## config.mk

```make
export PLATFORM = sky130hd
export DESIGN_NAME = mrs_regs
export DESIGN_NICKNAME = d
export VERILOG_FILES = /design/src/rtl/mrs_pkg.sv /design/src/rtl/mrs_regs.sv
export SDC_FILE = /design/constraint.sdc
export NUM_CORES = 1
export LEC_CHECK = 0
export BUFFER_PORTS_ARGS = -buffer_cell sky130_fd_sc_hd__buf_2
export CAP_MARGIN = 20
export CORE_UTILIZATION = 39
export DETAILED_ROUTE_END_ITERATION = 10
export HOLD_SLACK_MARGIN = 0.05
export PLACE_DENSITY = 0.84
export SLEW_MARGIN = 0
export SYNTH_ARGS = -nofsm -noshare
export SYNTH_HDL_FRONTEND = slang
export SYNTH_SLANG_ARGS = --single-unit
```

## constraint.sdc

```tcl
create_clock -name clk -period 2.6 [get_ports clk]
set_input_delay 0.65 -clock clk [delete_from_list [all_inputs] [get_ports clk]]
set_output_delay 0.65 -clock clk [all_outputs]
set_load 0.05 [all_outputs]
```

## src/rtl/mrs_pkg.sv

```systemverilog
// Shared types, constants and the CRC-16 byte update for the Modbus RTU slave responder.
// Used by every module of the block but mrs_ram; depends on nothing.
`timescale 1ns / 1ps
`default_nettype none

package mrs_pkg;

    // Table and frame sizing
    localparam int BIT_TABLE_DEPTH  = 1024;
    localparam int WORD_TABLE_DEPTH = 256;
    localparam int MAX_FRAME_BYTES  = 255;
    localparam int MAX_DATA_BYTES   = MAX_FRAME_BYTES - 5;

    // Bit tables are split into eight banks so all eight bits of one data byte read at once
    localparam int BANK_COUNT = 8;
    localparam int BANK_DEPTH = BIT_TABLE_DEPTH / BANK_COUNT;
    localparam int BANK_AW    = (BANK_DEPTH > 1) ? $clog2(BANK_DEPTH) : 1;
    localparam int WORD_AW    = (WORD_TABLE_DEPTH > 1) ? $clog2(WORD_TABLE_DEPTH) : 1;

    // Clearing pass covers the deepest memory
    localparam int CLR_DEPTH = (BANK_DEPTH > WORD_TABLE_DEPTH) ? BANK_DEPTH : WORD_TABLE_DEPTH;
    localparam int CLR_AW    = (CLR_DEPTH > 1) ? $clog2(CLR_DEPTH) : 1;

    localparam logic [15:0] CRC_INIT = 16'hFFFF;
    localparam logic [15:0] CRC_POLY = 16'hA001;
    localparam logic [7:0]  EXC_FLAG = 8'h80;

    // Input ops
    localparam logic [1:0] OP_RX_BYTE = 2'd0;
    localparam logic [1:0] OP_WRITE   = 2'd1;
    localparam logic [1:0] OP_TX_SLOT = 2'd2;

    // Table selects
    localparam logic [1:0] TBL_COIL     = 2'd0;
    localparam logic [1:0] TBL_DISCRETE = 2'd1;
    localparam logic [1:0] TBL_HOLDING  = 2'd2;
    localparam logic [1:0] TBL_INPUT    = 2'd3;

    // Response kinds
    localparam logic [2:0] KIND_NONE      = 3'd0;
    localparam logic [2:0] KIND_COILS     = 3'd1;
    localparam logic [2:0] KIND_DISCRETE  = 3'd2;
    localparam logic [2:0] KIND_HOLDING   = 3'd3;
    localparam logic [2:0] KIND_INPUT     = 3'd4;
    localparam logic [2:0] KIND_EXCEPTION = 3'd5;

    // Configuration register indexes
    localparam logic [1:0] REG_SLAVE_ID       = 2'd0;
    localparam logic [1:0] REG_MASTER_ROLE    = 2'd1;
    localparam logic [1:0] REG_EXCEPTION_MODE = 2'd2;
    localparam logic [1:0] REG_EXCEPTION_CODE = 2'd3;

    typedef struct packed {
        logic [1:0]  op;
        logic [7:0]  rx_byte;
        logic        frame_end;
        logic [1:0]  table_sel;
        logic [9:0]  table_index;
        logic [15:0] table_value;
    } item_t;

    typedef struct packed {
        logic [7:0] out_byte;
        logic       out_last;
    } result_t;

    typedef struct packed {
        logic [7:0] slave_id;
        logic       master_role;
        logic       exception_mode;
        logic [7:0] exception_code;
    } cfg_t;

    // Class the front end gives each beat
    typedef enum logic [2:0] {
        CLS_NOP     = 3'd0,
        CLS_RX      = 3'd1,
        CLS_WR_BIT  = 3'd2,
        CLS_WR_WORD = 3'd3,
        CLS_TX      = 3'd4
    } cls_t;

    typedef struct packed {
        cls_t  cls;
        item_t item;
    } cmd_t;

    // Byte source in the output stage
    typedef enum logic [2:0] {
        SEL_CONST  = 3'd0,
        SEL_BITS   = 3'd1,
        SEL_WORD   = 3'd2,
        SEL_CRC_LO = 3'd3,
        SEL_CRC_HI = 3'd4
    } sel_t;

    // One reflected CRC-16 byte step
    function automatic logic [15:0] crc_byte(input logic [15:0] crc, input logic [7:0] b);
        logic [15:0] c;
        c = crc ^ {8'h00, b};
        for (int i = 0; i < 8; i++) begin
            c = c[0] ? ((c >> 1) ^ CRC_POLY) : (c >> 1);
        end
        return c;
    endfunction

endpackage

`default_nettype wire

```

## src/rtl/mrs_regs.sv

```systemverilog
// APB configuration registers of the Modbus RTU slave responder.
// Depends on mrs_pkg.
`timescale 1ns / 1ps
`default_nettype none

module mrs_regs (
    input  wire logic         clk,
    input  wire logic         rst_n,
    input  wire logic         psel,
    input  wire logic         penable,
    input  wire logic         pwrite,
    input  wire logic [3:0]   paddr,
    input  wire logic [31:0]  pwdata,
    output logic      [31:0]  prdata,
    output mrs_pkg::cfg_t     cfg
);

    mrs_pkg::cfg_t cfg_reg;
    logic          wr_en;
    logic [1:0]    reg_idx;

    assign wr_en   = psel & penable & pwrite;
    assign reg_idx = paddr[3:2];
    assign cfg     = cfg_reg;

    // Register writes on the access cycle
    always_ff @(posedge clk or negedge rst_n)
    begin
        if (!rst_n)
        begin
            cfg_reg.slave_id       <= 8'd1;
            cfg_reg.master_role    <= 1'b0;
            cfg_reg.exception_mode <= 1'b0;
            cfg_reg.exception_code <= 8'd1;
        end
        else if (wr_en)
        begin
            case (reg_idx)
                mrs_pkg::REG_SLAVE_ID:       cfg_reg.slave_id       <= pwdata[7:0];
                mrs_pkg::REG_MASTER_ROLE:    cfg_reg.master_role    <= pwdata[0];
                mrs_pkg::REG_EXCEPTION_MODE: cfg_reg.exception_mode <= pwdata[0];
                mrs_pkg::REG_EXCEPTION_CODE: cfg_reg.exception_code <= pwdata[7:0];
                default: ;
            endcase
        end
    end

    // Read mux
    always_comb
    begin
        case (reg_idx)
            mrs_pkg::REG_SLAVE_ID:       prdata = {24'd0, cfg_reg.slave_id};
            mrs_pkg::REG_MASTER_ROLE:    prdata = {31'd0, cfg_reg.master_role};
            mrs_pkg::REG_EXCEPTION_MODE: prdata = {31'd0, cfg_reg.exception_mode};
            mrs_pkg::REG_EXCEPTION_CODE: prdata = {24'd0, cfg_reg.exception_code};
            default:                     prdata = 32'd0;
        endcase
    end

endmodule

`default_nettype wire

```

==> metrics.md <==
| Metric | Value |
|---|---|
| Endpoint arrival time on the critical path | `1.71 ns` |
| Clock period minus worst slack | `2.356 ns` |
| Worst Setup Start Kind | `input port` |
| CTS Root Cell | `clkbuf_4` |
| Max reg flops | `18` |
| Cell area after placement | `0.001144 mm^2` |
| Synthesized area per cell | `12.70 um^2` |
| ANT nets after route | `0` |
| Fraction of layout instances using a drive strength above 1 | `0.5702` |
| Floorplan die area | `0.002780 mm^2` |
| Leading cell type in the layout, fill and taps excluded | `buf_2` |
| Leak | `a little over 0.6 nW` |
| Row cnt | `18` |
| Post-detailed-routing wire length | `around 1800 um` |
| Top-Level Pins | `a little over 90` |
| Final clock skew | `0 ns` |
| Overall global routing resource usage | `0.1457` |
| Number of global-route vias before repair | `between 600 and 700` |
| Die X | `52.73 um` |
| Standard cell core area | `0.002455 mm^2` |
| Maximum cell stage delay along the critical path | `just over 0.4 ns` |
| Max VDD drop | `0.5859 mV` |
| Final worst-path cycle share | `0.9062` |
| Initial antenna violation count | `0` |
| CTS tree | `built` |
| CTS buffer count | `3` |
| Design Power | `roughly 1.1 mW` |
| Starting density of the core | `0.4088` |
| Highest-count cells in the layout ignoring fill and taps | `buf_2 (40), conb_1 (24), mux2_2 (18)` |
| Library cell appearing most often on the critical path | `buf_2` |
| HPWL after DPL | `about 1400 um` |
| Kind of capture point of the worst setup path | `output port` |
| Final weighted congestion of routability-driven global placement | `between 0.6 and 0.7` |
| Syn Std Cell Area | `0.001003 mm^2` |
| Final non-filler cell total | `151` |
| Final setup slack of the worst path | `0.2439 ns` |
| Worst min path class | `input port to async pin` |
| Critical path start-end classification | `input port to output port` |
| Detailed Route Iter0 Violations | `5` |
| Flip-flop and latch count after synthesis | `18` |
| Clk slew on worst S/H paths | `0.10 ns` |
| DRC viols | `0` |
| Total power density per cell area | `963.0 mW/mm^2` |
| Post-CTS repair timing setup buffer count | `0` |
| Cell count after synthesis | `79` |
| Setup TNS | `0 ns` |
| Standard cell with the maximum stage delay on the critical path | `and2_0` |
| Number of optimization iterations in the first detailed-route pass | `3` |
| Hold buffers post-CTS | `0` |
| Top cell family by delay on the critical path | `buffers and inverters` |
| Synth top area share | `0.3990` |
| WL per Instance | `11.99 um` |
| Synth-to-layout area growth | `16.58%` |
| Post-cts sizing count | `0` |
| Fraction of the yosys area taken by sequential cells | `0.4514` |
| Setup slack at placement | `0.2215 ns` |
| Maximum buffer depth of the clock tree | `2` |
| Critical path buffers and inverters | `2` |
| Vias | `696` |
| Run status | `complete, no violations` |
| First-pass GRT wire length | `between 2000 and 3000 um` |
| Final setup violation count | `0` |
| Clock sinks | `18` |
| Number of fill cells in the layout | `around 230` |
| Maximum fanout along the worst path | `7` |
| Number of port buffers | `40` |
| Placed Instances | `~150` |
| Max Clk Rate | `~0.42 GHz` |
| Grt total ovfl | `0` |
| Distinct cell type count of the synthesized netlist | `15` |
| Hold slack | `0.2696 ns` |
| Chip height | `52.73 um` |
| Count of endpoints failing hold in the final timing report | `0` |
| Critical Path RT | `slightly below 2 ns` |
| Post-synthesis cell type with the largest combined area | `dfrtp_1` |
| Count of pins over their slew limit | `0` |
| Antenna diode count | `0` |
| Post-route standard cell area excluding fillers | `0.001170 mm^2` |
| Fraction of the core area covered by cells at the end of the flow | `0.4766` |
| Number of nets in the layout | `163` |
| Maximum number of pins on one net before global-route repair | `19` |
| Syn. warnings | `0` |
| Average via count per standard cell | `4.609` |
| Reported max-cap violation count | `0` |
| Unrepaired setup endpoints after global routing | `no` |
| Ordered list of cells on the worst path | `buf_2 > and2_0 > a22o_1 > buf_2` |
| Clock insertion delay at the later pin of the skew report | `0.27 ns` |
| Number of H-tree levels | `1` |
| Synth area leaders | `dfrtp_1 (40%), mux2_2 (20%), buf_4 (19%)` |
cell type report:
cell class	count	area [um^2]	share of cell area
Sequential cell	18	452.9	0.3872
Tap cell	30	37.54	0.03209
Timing Repair Buffer	41	207.7	0.1775
Clock buffer	4	26.28	0.02246
Multi-Input combinational cell	58	445.4	0.3807
layer usage:
layer	wire (um)	GRT usage	vias up
met5	0	0	-
met4	10	0.05263	0
met3	136	0.03188	2
met2	916	0.2553	48
met1	747	0.1724	332
li1	-	-	314
path summary, 6_finish.rpt:
check	start	to	slack, ns	cells after the start
min in group clk	cfg[9]	cfg[9]	0.54	1
worst min register to register	cfg[9]	cfg[9]	0.54	1
max in group asynchronous	rst_n	cfg[0]	2.00	1
worst max register to register	cfg[1]	cfg[1]	1.79	1
worst max-delay path	paddr[2]	prdata[2]	0.24	4
worst min-delay path	rst_n	cfg[11]	0.27	1
synthesized netlist by cell type (all sizes together):
cell type  number
a22o            7
and2            1
buf            25
clkbuf          1
conb            1
dfrtp          16
dfstp           2
mux2           18
mux4            1
nand2           1
nand3           1
nor2            2
nor3            1
nor3b           2
cells by family (layout without fill, tap and decap cells):
| kind of cell | after synthesis | in the layout | share of synthesized area |
|---|---|---|---|
| AOI/OAI and AO/OA | 7 | 7 | 0.06110 |
| and+or+nand+nor | 8 | 8 | 0.06858 |
| DFF | 18 | 18 | 0.4514 |
| buffers and inverters | 26 | 45 | 0.1908 |
| muxes | 19 | 19 | 0.2244 |
| other | 1 | 24 | 0.003737 |
power breakdown:
part           total [mW]  internal, mW  switching (mW)
sequential          0.401         0.351          0.0507
combinational       0.588         0.133           0.455
clock               0.137        0.0595          0.0779
total                1.13         0.543           0.583
Note: power is estimated with default switching activity, not from simulation.
