[src/rtl/mrs_pkg.sv]
// Shared types, constants and the CRC-16 byte update for the Modbus RTU slave responder.
// Used by every module of the block but mrs_ram; depends on nothing.
`timescale 1ns / 1ps
`default_nettype none

package mrs_pkg;

    // Table and frame sizing
    localparam int BIT_TABLE_DEPTH  = 1024;
    localparam int WORD_TABLE_DEPTH = 256;
    localparam int MAX_FRAME_BYTES  = 255;
    localparam int MAX_DATA_BYTES   = MAX_FRAME_BYTES - 5;

    // Bit tables are split into eight banks so all eight bits of one data byte read at once
    localparam int BANK_COUNT = 8;
    localparam int BANK_DEPTH = BIT_TABLE_DEPTH / BANK_COUNT;
    localparam int BANK_AW    = (BANK_DEPTH > 1) ? $clog2(BANK_DEPTH) : 1;
    localparam int WORD_AW    = (WORD_TABLE_DEPTH > 1) ? $clog2(WORD_TABLE_DEPTH) : 1;

    // Clearing pass covers the deepest memory
    localparam int CLR_DEPTH = (BANK_DEPTH > WORD_TABLE_DEPTH) ? BANK_DEPTH : WORD_TABLE_DEPTH;
    localparam int CLR_AW    = (CLR_DEPTH > 1) ? $clog2(CLR_DEPTH) : 1;

    localparam logic [15:0] CRC_INIT = 16'hFFFF;
    localparam logic [15:0] CRC_POLY = 16'hA001;
    localparam logic [7:0]  EXC_FLAG = 8'h80;

    // Input ops
    localparam logic [1:0] OP_RX_BYTE = 2'd0;
    localparam logic [1:0] OP_WRITE   = 2'd1;
    localparam logic [1:0] OP_TX_SLOT = 2'd2;

    // Table selects
    localparam logic [1:0] TBL_COIL     = 2'd0;
    localparam logic [1:0] TBL_DISCRETE = 2'd1;
    localparam logic [1:0] TBL_HOLDING  = 2'd2;
    localparam logic [1:0] TBL_INPUT    = 2'd3;

    // Response kinds
    localparam logic [2:0] KIND_NONE      = 3'd0;
    localparam logic [2:0] KIND_COILS     = 3'd1;
    localparam logic [2:0] KIND_DISCRETE  = 3'd2;
    localparam logic [2:0] KIND_HOLDING   = 3'd3;
    localparam logic [2:0] KIND_INPUT     = 3'd4;
    localparam logic [2:0] KIND_EXCEPTION = 3'd5;

    // Configuration register indexes
    localparam logic [1:0] REG_SLAVE_ID       = 2'd0;
    localparam logic [1:0] REG_MASTER_ROLE    = 2'd1;
    localparam logic [1:0] REG_EXCEPTION_MODE = 2'd2;
    localparam logic [1:0] REG_EXCEPTION_CODE = 2'd3;

    typedef struct packed {
        logic [1:0]  op;
        logic [7:0]  rx_byte;
        logic        frame_end;
        logic [1:0]  table_sel;
        logic [9:0]  table_index;
        logic [15:0] table_value;
    } item_t;

    typedef struct packed {
        logic [7:0] out_byte;
        logic       out_last;
    } result_t;

    typedef struct packed {
        logic [7:0] slave_id;
        logic       master_role;
        logic       exception_mode;
        logic [7:0] exception_code;
    } cfg_t;

    // Class the front end gives each beat
    typedef enum logic [2:0] {
        CLS_NOP     = 3'd0,
        CLS_RX      = 3'd1,
        CLS_WR_BIT  = 3'd2,
        CLS_WR_WORD = 3'd3,
        CLS_TX      = 3'd4
    } cls_t;

    typedef struct packed {
        cls_t  cls;
        item_t item;
    } cmd_t;

    // Byte source in the output stage
    typedef enum logic [2:0] {
        SEL_CONST  = 3'd0,
        SEL_BITS   = 3'd1,
        SEL_WORD   = 3'd2,
        SEL_CRC_LO = 3'd3,
        SEL_CRC_HI = 3'd4
    } sel_t;

    // One reflected CRC-16 byte step
    function automatic logic [15:0] crc_byte(input logic [15:0] crc, input logic [7:0] b);
        logic [15:0] c;
        c = crc ^ {8'h00, b};
        for (int i = 0; i < 8; i++) begin
            c = c[0] ? ((c >> 1) ^ CRC_POLY) : (c >> 1);
        end
        return c;
    endfunction

endpackage

`default_nettype wire

[src/rtl/mrs_front.sv]
// Front end: accepts input beats, classifies them and holds them in a two-entry queue.
// Depends on mrs_pkg.
`timescale 1ns / 1ps
`default_nettype none

module mrs_front (
    input  wire logic          clk,
    input  wire logic          rst_n,
    input  wire logic          item_valid,
    output logic               item_ready,
    input  wire mrs_pkg::item_t item,
    input  wire logic          busy,
    output logic               q_valid,
    output mrs_pkg::cmd_t      q_cmd,
    input  wire logic          q_pop
);

    mrs_pkg::cmd_t entry_reg [2];
    logic          wr_ptr_reg, wr_ptr_next;
    logic          rd_ptr_reg, rd_ptr_next;
    logic [1:0]    count_reg, count_next;
    logic          push;
    mrs_pkg::cls_t cls;

    assign item_ready = (count_reg != 2'd2) && !busy;
    assign push       = item_valid && item_ready;
    assign q_valid    = (count_reg != 2'd0);
    assign q_cmd      = entry_reg[rd_ptr_reg];

    // Classify the incoming beat
    always_comb
    begin
        case (item.op)
            mrs_pkg::OP_RX_BYTE: cls = mrs_pkg::CLS_RX;
            mrs_pkg::OP_WRITE:   cls = item.table_sel[1] ? mrs_pkg::CLS_WR_WORD
                                                         : mrs_pkg::CLS_WR_BIT;
            mrs_pkg::OP_TX_SLOT: cls = mrs_pkg::CLS_TX;
            default:             cls = mrs_pkg::CLS_NOP;
        endcase
    end

    // Queue pointers
    always_comb
    begin
        wr_ptr_next = wr_ptr_reg ^ push;
        rd_ptr_next = rd_ptr_reg ^ q_pop;
        count_next  = count_reg + {1'b0, push} - {1'b0, q_pop};
    end

    always_ff @(posedge clk or negedge rst_n)
    begin
        if (!rst_n)
        begin
            wr_ptr_reg <= 1'b0;
            rd_ptr_reg <= 1'b0;
            count_reg  <= 2'd0;
        end
        else
        begin
            wr_ptr_reg <= wr_ptr_next;
            rd_ptr_reg <= rd_ptr_next;
            count_reg  <= count_next;
        end
    end

    // Queue storage
    always_ff @(posedge clk)
    begin
        if (push)
        begin
            entry_reg[wr_ptr_reg] <= '{cls: cls, item: item};
        end
    end

endmodule

`default_nettype wire

[config.mk]
export PLATFORM = sky130hd
export DESIGN_NAME = mrs_front
export DESIGN_NICKNAME = d
export VERILOG_FILES = /design/src/rtl/mrs_pkg.sv /design/src/rtl/mrs_front.sv
export SDC_FILE = /design/constraint.sdc
export NUM_CORES = 1
export LEC_CHECK = 0
export ABC_CLOCK_PERIOD_IN_PS = 3300
export BUFFER_PORTS_ARGS = -buffer_cell sky130_fd_sc_hd__buf_2
export CORE_ASPECT_RATIO = 0.5
export CORE_MARGIN = 5
export CORE_UTILIZATION = 40
export CTS_BUF_LIST = sky130_fd_sc_hd__clkbuf_4
export CTS_CLUSTER_SIZE = 12
export DETAILED_ROUTE_END_ITERATION = 16
export HOLD_SLACK_MARGIN = 0.1
export PLACE_DENSITY = 0.69
export REMOVE_ABC_BUFFERS = 1
export SYNTH_ARGS = -nofsm -noshare
export SYNTH_HDL_FRONTEND = slang
export SYNTH_SLANG_ARGS = --single-unit
[constraint.sdc]
create_clock -name clk -period 3.3 [get_ports clk]
set_clock_uncertainty 0.2 [all_clocks]
set_input_delay 0.33 -clock clk [delete_from_list [all_inputs] [get_ports clk]]
set_output_delay 0.33 -clock clk [all_outputs]
set_load 0.1 [all_outputs]
==> flow_summary.toml, run 1 <==
[route]
ant_nets = 0
route.detailed.drc = 0
first_pass_iters = 4
num_vias = 1821
vias_per_cell = 4.38
wirelength_mm = 6.30
wl_per_cell_um = 15.1
dr.first_iter.drc_count = 130

[cts]
h-tree-depth = 3
root_buffer = "clkbuf_4"
clock_sinks = 88
clock_latency_ps = 440
cts_buffers = 9
clk_pin_slew_ps = 130
cts_tree = "built"
postCtsResizedCells = 0
clk_path_buf_depth = 2

[cells_and_area]
drive_gt1_share_pct = 51.2
largest_reg_flops = 84
diodes = 0
final_common_cell = "buf_2"
finalNetCount = 342
multiInputGateArea_um2 = 753
fillers = 713
regArea_um2 = 2620
area_growth_pct = 33.2
final_cell_area_um2 = 4630
layout_common_cells = "buf_2 (87), edfxtp_1 (84), dlygate4sd3_1 (42)"

[setup_path]
r2r_start = "count_reg[1]"
required_ps = 2770
crit_type = "flip-flop to primary output"
crit_start = "rd_ptr_reg"
worstSetupEndpointType = "primary output"
crit_fanout = 20
start_kind = "flip-flop"
critical_path_arrival_ps = 2190

[logic_synthesis]
synth-edff-count = 84
ys_seq_elements = 88
synth_top_cells_by_area = "edfxtp_1 (73%), mux2_4 (17%), dfrtp_1 (2.9%)"
ys_async_sr_fraction_pct = 4.55
synth_ff_type = "edfxtp_1"
syn_avg_cell_area_um2 = 22.4
yosysTopAreaCellShare_pct = 72.5
seq_area_frac_synth_pct = 75.4
syn_area_um2 = 3480
yosysTopAreaCell = "edfxtp_1"
ys_types = 16
synth_warnings = 0
syn_inst = 155

[status]
status = "finished clean"

[floorplanning]
die_w_um = 142
die-area_um2 = 10800
pin_count = 88
core_area_um2 = 8590
initial_utilization_pct = 40.5
fp.dieH_um = 75.9
rows = 24

[global_routing]
antenna_found_initial = 0
grt_usage_pct = 12.4
grt_max_degree = 43
grt_first_pass_wirelength_mm = 10.1
grt_pass1_vias = 1987
grt_overflow = 0

[sta]
report.final.slew_viol_count = 0
slew_headroom_pct = 56.8
layout_setup_ws_ps = 580
fin_crit_sh_pct = 82.4
fmax_ghz = 0.368
setup_viol_count_final = 0
tns_ps = 0
whs_ps = 272
worst_slew_pin_slew_ps = 648
rsz0062_at_grt = "false"
final_hold_viol_count = 0
period_minus_slack_ps = 2720

[placement]
dp_slack_ps = 1050
dpl.hpwl_mm = 3.98
gp_congestion = 0.648
io_buffers = 87
dpl-instance-area_um2 = 4020

[worst_hold_path]
hp-class = "input port to flip-flop"
min_from = "busy"

[run]
drv_cap = 0
## critical path, cell delays in order, from the launching register on
cell,delay (ps)
dfrtp_2,810
buf_12,270
mux2_2,360
buf_2,290
## area by class of cell
| cell class | count | share of cell area [%] |
|---|---|---|
| sequential | 88 | 56.6 |
| timing repair buffer | 133 | 19.4 |
| multi-input combinational | 58 | 16.3 |
| tap | 117 | 3.16 |
| clock inverter | 7 | 2.76 |
| clock buffer | 9 | 1.46 |
| inverter | 4 | 0.324 |
## cells in the mapped netlist, types with 2 or more instances
cell type / instances
edfxtp_1: 84
mux2_4: 39
buf_12: 4
dfrtp_1: 4
ha_1: 4
inv_1: 4
nor2b_1: 4
mux2_2: 3
xnor2_1: 2
## logic make-up after synthesis
logic type | after synthesis | share of synthesized area, %
AO/OA/AOI/OAI | 1 | 0.144
adder cells (fa/ha/maj) | 4 | 1.44
flip-flops | 88 | 75.4
multiplexers | 42 | 17.8
XOR/XNOR | 3 | 0.756
AND/OR/NAND/NOR | 8 | 1.37
buffers and inverters | 9 | 3.06
## through the flow
step	instances	utilization, %
after floorplan	150	-
after global placement	358	46.8
after detailed placement	358	46.8
after CTS	416	53.9
after global routing	416	53.9
final	416	53.9
## layer usage
metal | vias up | wire (µm) | GRT usage (%)
met3 | 15 | 230 | 4.34
met5 | - | 0 | 0
li1 | 875 | - | -
met2 | 36 | 3600 | 22.6
met1 | 895 | 2310 | 12.2
met4 | 0 | 154 | 6.90
## worst paths after layout
kind | end | slack, ps | cells after the start
hold reg to reg | count_reg[1] | 310 | 1
hold / removal | count_reg[1] | 270 | 6
setup / recovery | q_cmd[41] | 580 | 3
max in group asynchronous | rd_ptr_reg | 2140 | 3
setup reg to reg | entry_reg[0][16] | 1380 | 4
min in group asynchronous | count_reg[0] | 570 | 3
## timing repair
| item | in CTS | in global routing |
|---|---|---|
| buffers inserted | 0 | 0 |
| hold endpoints to repair | 89 | 0 |
| hold buffers | 42 | 0 |
Power of run 1 is not shown: default switching activity piles up to over one toggle a cycle in this logic, so the estimate is an artifact.
==> run 2: changes to the inputs <==
ABC_CLOCK_PERIOD_IN_PS = 2300   (was 3300)
PLACE_DENSITY = 0.71   (was 0.69)
clock period = 2.3 ns   (was 3.3 ns; I/O delays follow)
==> flow_summary.toml, run 2 (synthesized netlist as in run 1, its figures left out) <==
[global_routing]
grt_max_degree = 43
grt_pass1_vias = 1995
grt_usage_pct = 11.8
grt_first_pass_wirelength_mm = 9.81
antenna_found_initial = 0
grt_overflow = 0

[setup_path]
start_kind = "flip-flop"
worstSetupEndpointType = "primary output"
cp_slowest_cell = "dfrtp_2"
crit_type = "flip-flop to primary output"
crit_start = "rd_ptr_reg"
crit_fanout = 21
critical_path_arrival_ps = 1770
cp_slowest_stage_delay_ps = 470
cp_top_family = "buffers and inverters"
r2r_start = "count_reg[1]"
required_ps = 1870
critPathBufInv = 2
path_cells = "clkbuf_16 -> mux2_4 -> clkbuf_4"

[floorplanning]
die_w_um = 142
pin_count = 88
die-area_um2 = 10800
core_area_um2 = 8590
rows = 24
initial_utilization_pct = 40.5
fp.dieH_um = 75.9

[sta]
period_minus_slack_ps = 2200
final_hold_viol_count = 0
fmax_ghz = 0.455
rsz0062_at_grt = "false"
report.final.slew_viol_count = 0
tns_ps = 0
fin_crit_sh_pct = 95.6
setup_viol_count_final = 0
worst_slew_pin_slew_ps = 493
slew_headroom_pct = 67.4

[cells_and_area]
drive_gt1_share_pct = 50.7
area_growth_pct = 35.5
final_common_cell = "edfxtp_1"
largest_reg_flops = 84
layout_common_cells = "edfxtp_1 (84), buf_2 (52), clkbuf_4 (43)"
finalNetCount = 343
diodes = 0

[route]
dr.first_iter.drc_count = 76
first_pass_iters = 4
wl_per_cell_um = 15.1
route.detailed.drc = 0
wirelength_mm = 6.29
num_vias = 1823
ant_nets = 0
vias_per_cell = 4.37

[cts]
clock_latency_ps = 420
h-tree-depth = 3
clock_sinks = 88
clk_pin_slew_ps = 120
cts_tree = "built"
clk_path_buf_depth = 2
root_buffer = "clkbuf_4"
cts_buffers = 9

[run]
drv_cap = 0

[worst_hold_path]
hp-class = "input port to flip-flop"
min_from = "busy"

[status]
status = "finished clean"

[placement]
dpl.hpwl_mm = 3.91
gp_congestion = 0.641
io_buffers = 87
-- run 2: final cells by class --
class / instances / area (µm²)
inverters: 4 / 15.0
clock inverters: 5 / 47.5
repair buffers: 134 / 1040
clock buffers: 11 / 82.6
flip-flops and latches: 88 / 2620
multi-input cells: 58 / 753
fillers: 713 / 3880
well taps: 117 / 146
-- run 2: tightest hold or removal path: stages --
cell and delay [ps]:
buf_2 90, nor2b_1 50, nand2_1 70, ha_1 150, xnor2_1 140, xnor2_1 80
-- run 2: metrics by stage --
stage / util, % / setup WS [ps] / area, µm² / std cells / hold slack, ps
2_1_floorplan: - / -510 / 3390 / 150 / -266
3_3_place_gp: 47.0 / 518 / 4030 / 357 / -164
3_5_place_dp: 47.0 / 491 / 4030 / 357 / -157
4_1_cts: 53.5 / 8.55 / 4590 / 415 / 167
5_1_grt: 54.9 / 5.80 / 4710 / 417 / 227
6_report: 54.9 / 100 / 4710 / 417 / 198
-- run 2: worst paths after layout --
check	endpoint	slack, ps	cells after the start
worst min-delay path	count_reg[1]	200	6
min in group asynchronous	count_reg[0]	480	3
worst max register to register	count_reg[1]	590	7
worst min register to register	count_reg[1]	330	1
worst max-delay path	q_cmd[35]	100	3
max in group asynchronous	rd_ptr_reg	1240	3
-- run 2: what timing repair did --
action,in CTS,in global routing
endpoints found under the hold margin,90,0
hold buffers,42,0
cloned,0,1
buffers inserted,0,1
gates resized for setup,3,33
setup endpoints to repair,3,42
-- run 2: layer usage --
layer / global-route usage (%) / vias to the layer above / wire length, µm
met4: 4.89 / 0 / 112
met2: 21.7 / 28 / 3500
met5: 0 / - / 0
li1: - / 872 / -
met1: 12.1 / 912 / 2410
met3: 4.21 / 11 / 267
Power of run 2 is left out for the same reason.
==> run 3: changes to the inputs <==
==> constraint.sdc (replaced) <==
create_clock -name clk -period 2.3 [get_ports clk]
set_clock_uncertainty 0.2 [all_clocks]
set_input_delay 0.345 -clock clk [delete_from_list [all_inputs] [get_ports clk]]
set_output_delay 0.345 -clock clk [all_outputs]
set_load 0.1 [all_outputs]
==> flow_summary.toml, run 3 (synthesized netlist as in run 1, its figures left out) <==
[setup_path]
crit_fanout = 12
cp_slowest_stage_delay_ps = 460
cp_common_cell = "buf_12"
worstSetupEndpointType = "primary output"
start_kind = "flip-flop"
cp_slowest_cell = "dfrtp_2"
critical_path_arrival_ps = 1690
crit_type = "flip-flop to primary output"
path_cells = "buf_12 -> buf_12 -> mux2_4 -> buf_12"
required_ps = 1750
r2r_slack_ps = 590

[cells_and_area]
regArea_um2 = 2620
diodes = 0
area_growth_pct = 45.6
fillers = 642
final_cell_area_um2 = 5060
final_common_cell = "edfxtp_1"
largest_reg_flops = 84
layout_common_cells = "edfxtp_1 (84), buf_2 (45), dlygate4sd3_1 (42)"
finalNetCount = 350
multiInputGateArea_um2 = 753
drive_gt1_share_pct = 52.4

[global_routing]
antenna_found_initial = 0
grt_max_degree = 43
grt_usage_pct = 12.1
grt_pass1_vias = 1975
grt_overflow = 0
grt_first_pass_wirelength_mm = 9.71

[floorplanning]
die-area_um2 = 10800
core_area_um2 = 8590
rows = 24
die_w_um = 142
fp.dieH_um = 75.9
initial_utilization_pct = 40.5
pin_count = 88

[cts]
clock_latency_ps = 440
cts_tree = "built"
clk_path_buf_depth = 2
h-tree-depth = 3
cts_buffers = 9
root_buffer = "clkbuf_4"
clk_pin_slew_ps = 130
clock_sinks = 88

[route]
wl_met3_um = 293
m1WireLength_mm = 2.33
wl_per_cell_um = 15.0
ant_nets = 0
vias_per_cell = 4.35
num_vias = 1844
dr.first_iter.drc_count = 79
route.detailed.drc = 0
dr.max_layer_used = "met4"
wirelength_mm = 6.37
wl_met2_mm = 3.61
first_pass_iters = 4

[sta]
worst_slew_pin_slew_ps = 489
setup_viol_count_final = 0
rsz0062_at_grt = "true"
period_minus_slack_ps = 2230
report.final.slew_viol_count = 0
layout_setup_ws_ps = 68.6
final_hold_viol_count = 0
slew_headroom_pct = 67.7
whs_ps = 300
fmax_ghz = 0.448
fin_crit_sh_pct = 97.0

[placement]
io_buffers = 87
dpl-instance-area_um2 = 4280
gp_congestion = 0.655
dp_slack_ps = 374
dpl.hpwl_mm = 4.00

[status]
status = "finished clean"

[worst_hold_path]
hp-class = "input port to flip-flop"

[run]
drv_cap = 0
==> run 3: changes by cell type in the layout (fill, tap and decap cells not counted), moves of 2 or more <==
cell | before | now
clkbuf_4 | 43 | 9
buf_6 | 0 | 22
buf_12 | 2 | 21
buf_2 | 52 | 45
buf_4 | 4 | 11
clkinv_4 | 0 | 5
clkinv_1 | 2 | 0
clkinv_2 | 2 | 0
clkinvlp_4 | 0 | 2
==> run 3: stage by stage <==
stage	cells	TNS, ps	utilization, %
2_1_floorplan	150	-19690	-
3_3_place_gp	359	0	49.8
3_5_place_dp	359	0	49.8
4_1_cts	417	-81.9	57.1
5_1_grt	424	-255	58.9
6_report	424	0	58.9
==> run 3: final timing paths <==
path,from,end,cells past startpoint
min,item_valid,wr_ptr_reg,5
max in group asynchronous,rst_n,rd_ptr_reg,3
min in group asynchronous,rst_n,count_reg[1],3
max,rd_ptr_reg,q_cmd[22],4
max reg2reg,count_reg[1],count_reg[1],7
min reg2reg,count_reg[1],count_reg[1],1
==> run 3: cell type report <==
| type | count | area share, % |
|---|---|---|
| clock inverters | 7 | 1.16 |
| clock buffers | 9 | 1.33 |
| multi-input cells | 58 | 14.9 |
| well taps | 117 | 2.89 |
| repair buffers | 141 | 27.6 |
| flip-flops and latches | 88 | 51.8 |
| inverters | 4 | 0.297 |
==> run 3: worst max-delay path: cells and delay by family (launching register included) <==
family | cells | cell delay (ps)
buffers and inverters | 3 | 470
flip-flops | 1 | 460
multiplexers | 1 | 310
==> run 3: metal layers <==
metal / vias up / track usage [%]
met2: 39 / 22.0
met4: 0 / 4.89
met1: 895 / 11.9
met3: 14 / 5.53
li1: 896 / -
met5: - / 0
==> run 3: timing repair <==
item	CTS	global route
buffers inserted	0	7
endpoints found under the setup margin	29	29
hold buffers	42	0
resized for setup	29	25
hold endpoints to repair	89	0
pin swaps	0	0
Power of run 3 is left out for the same reason.
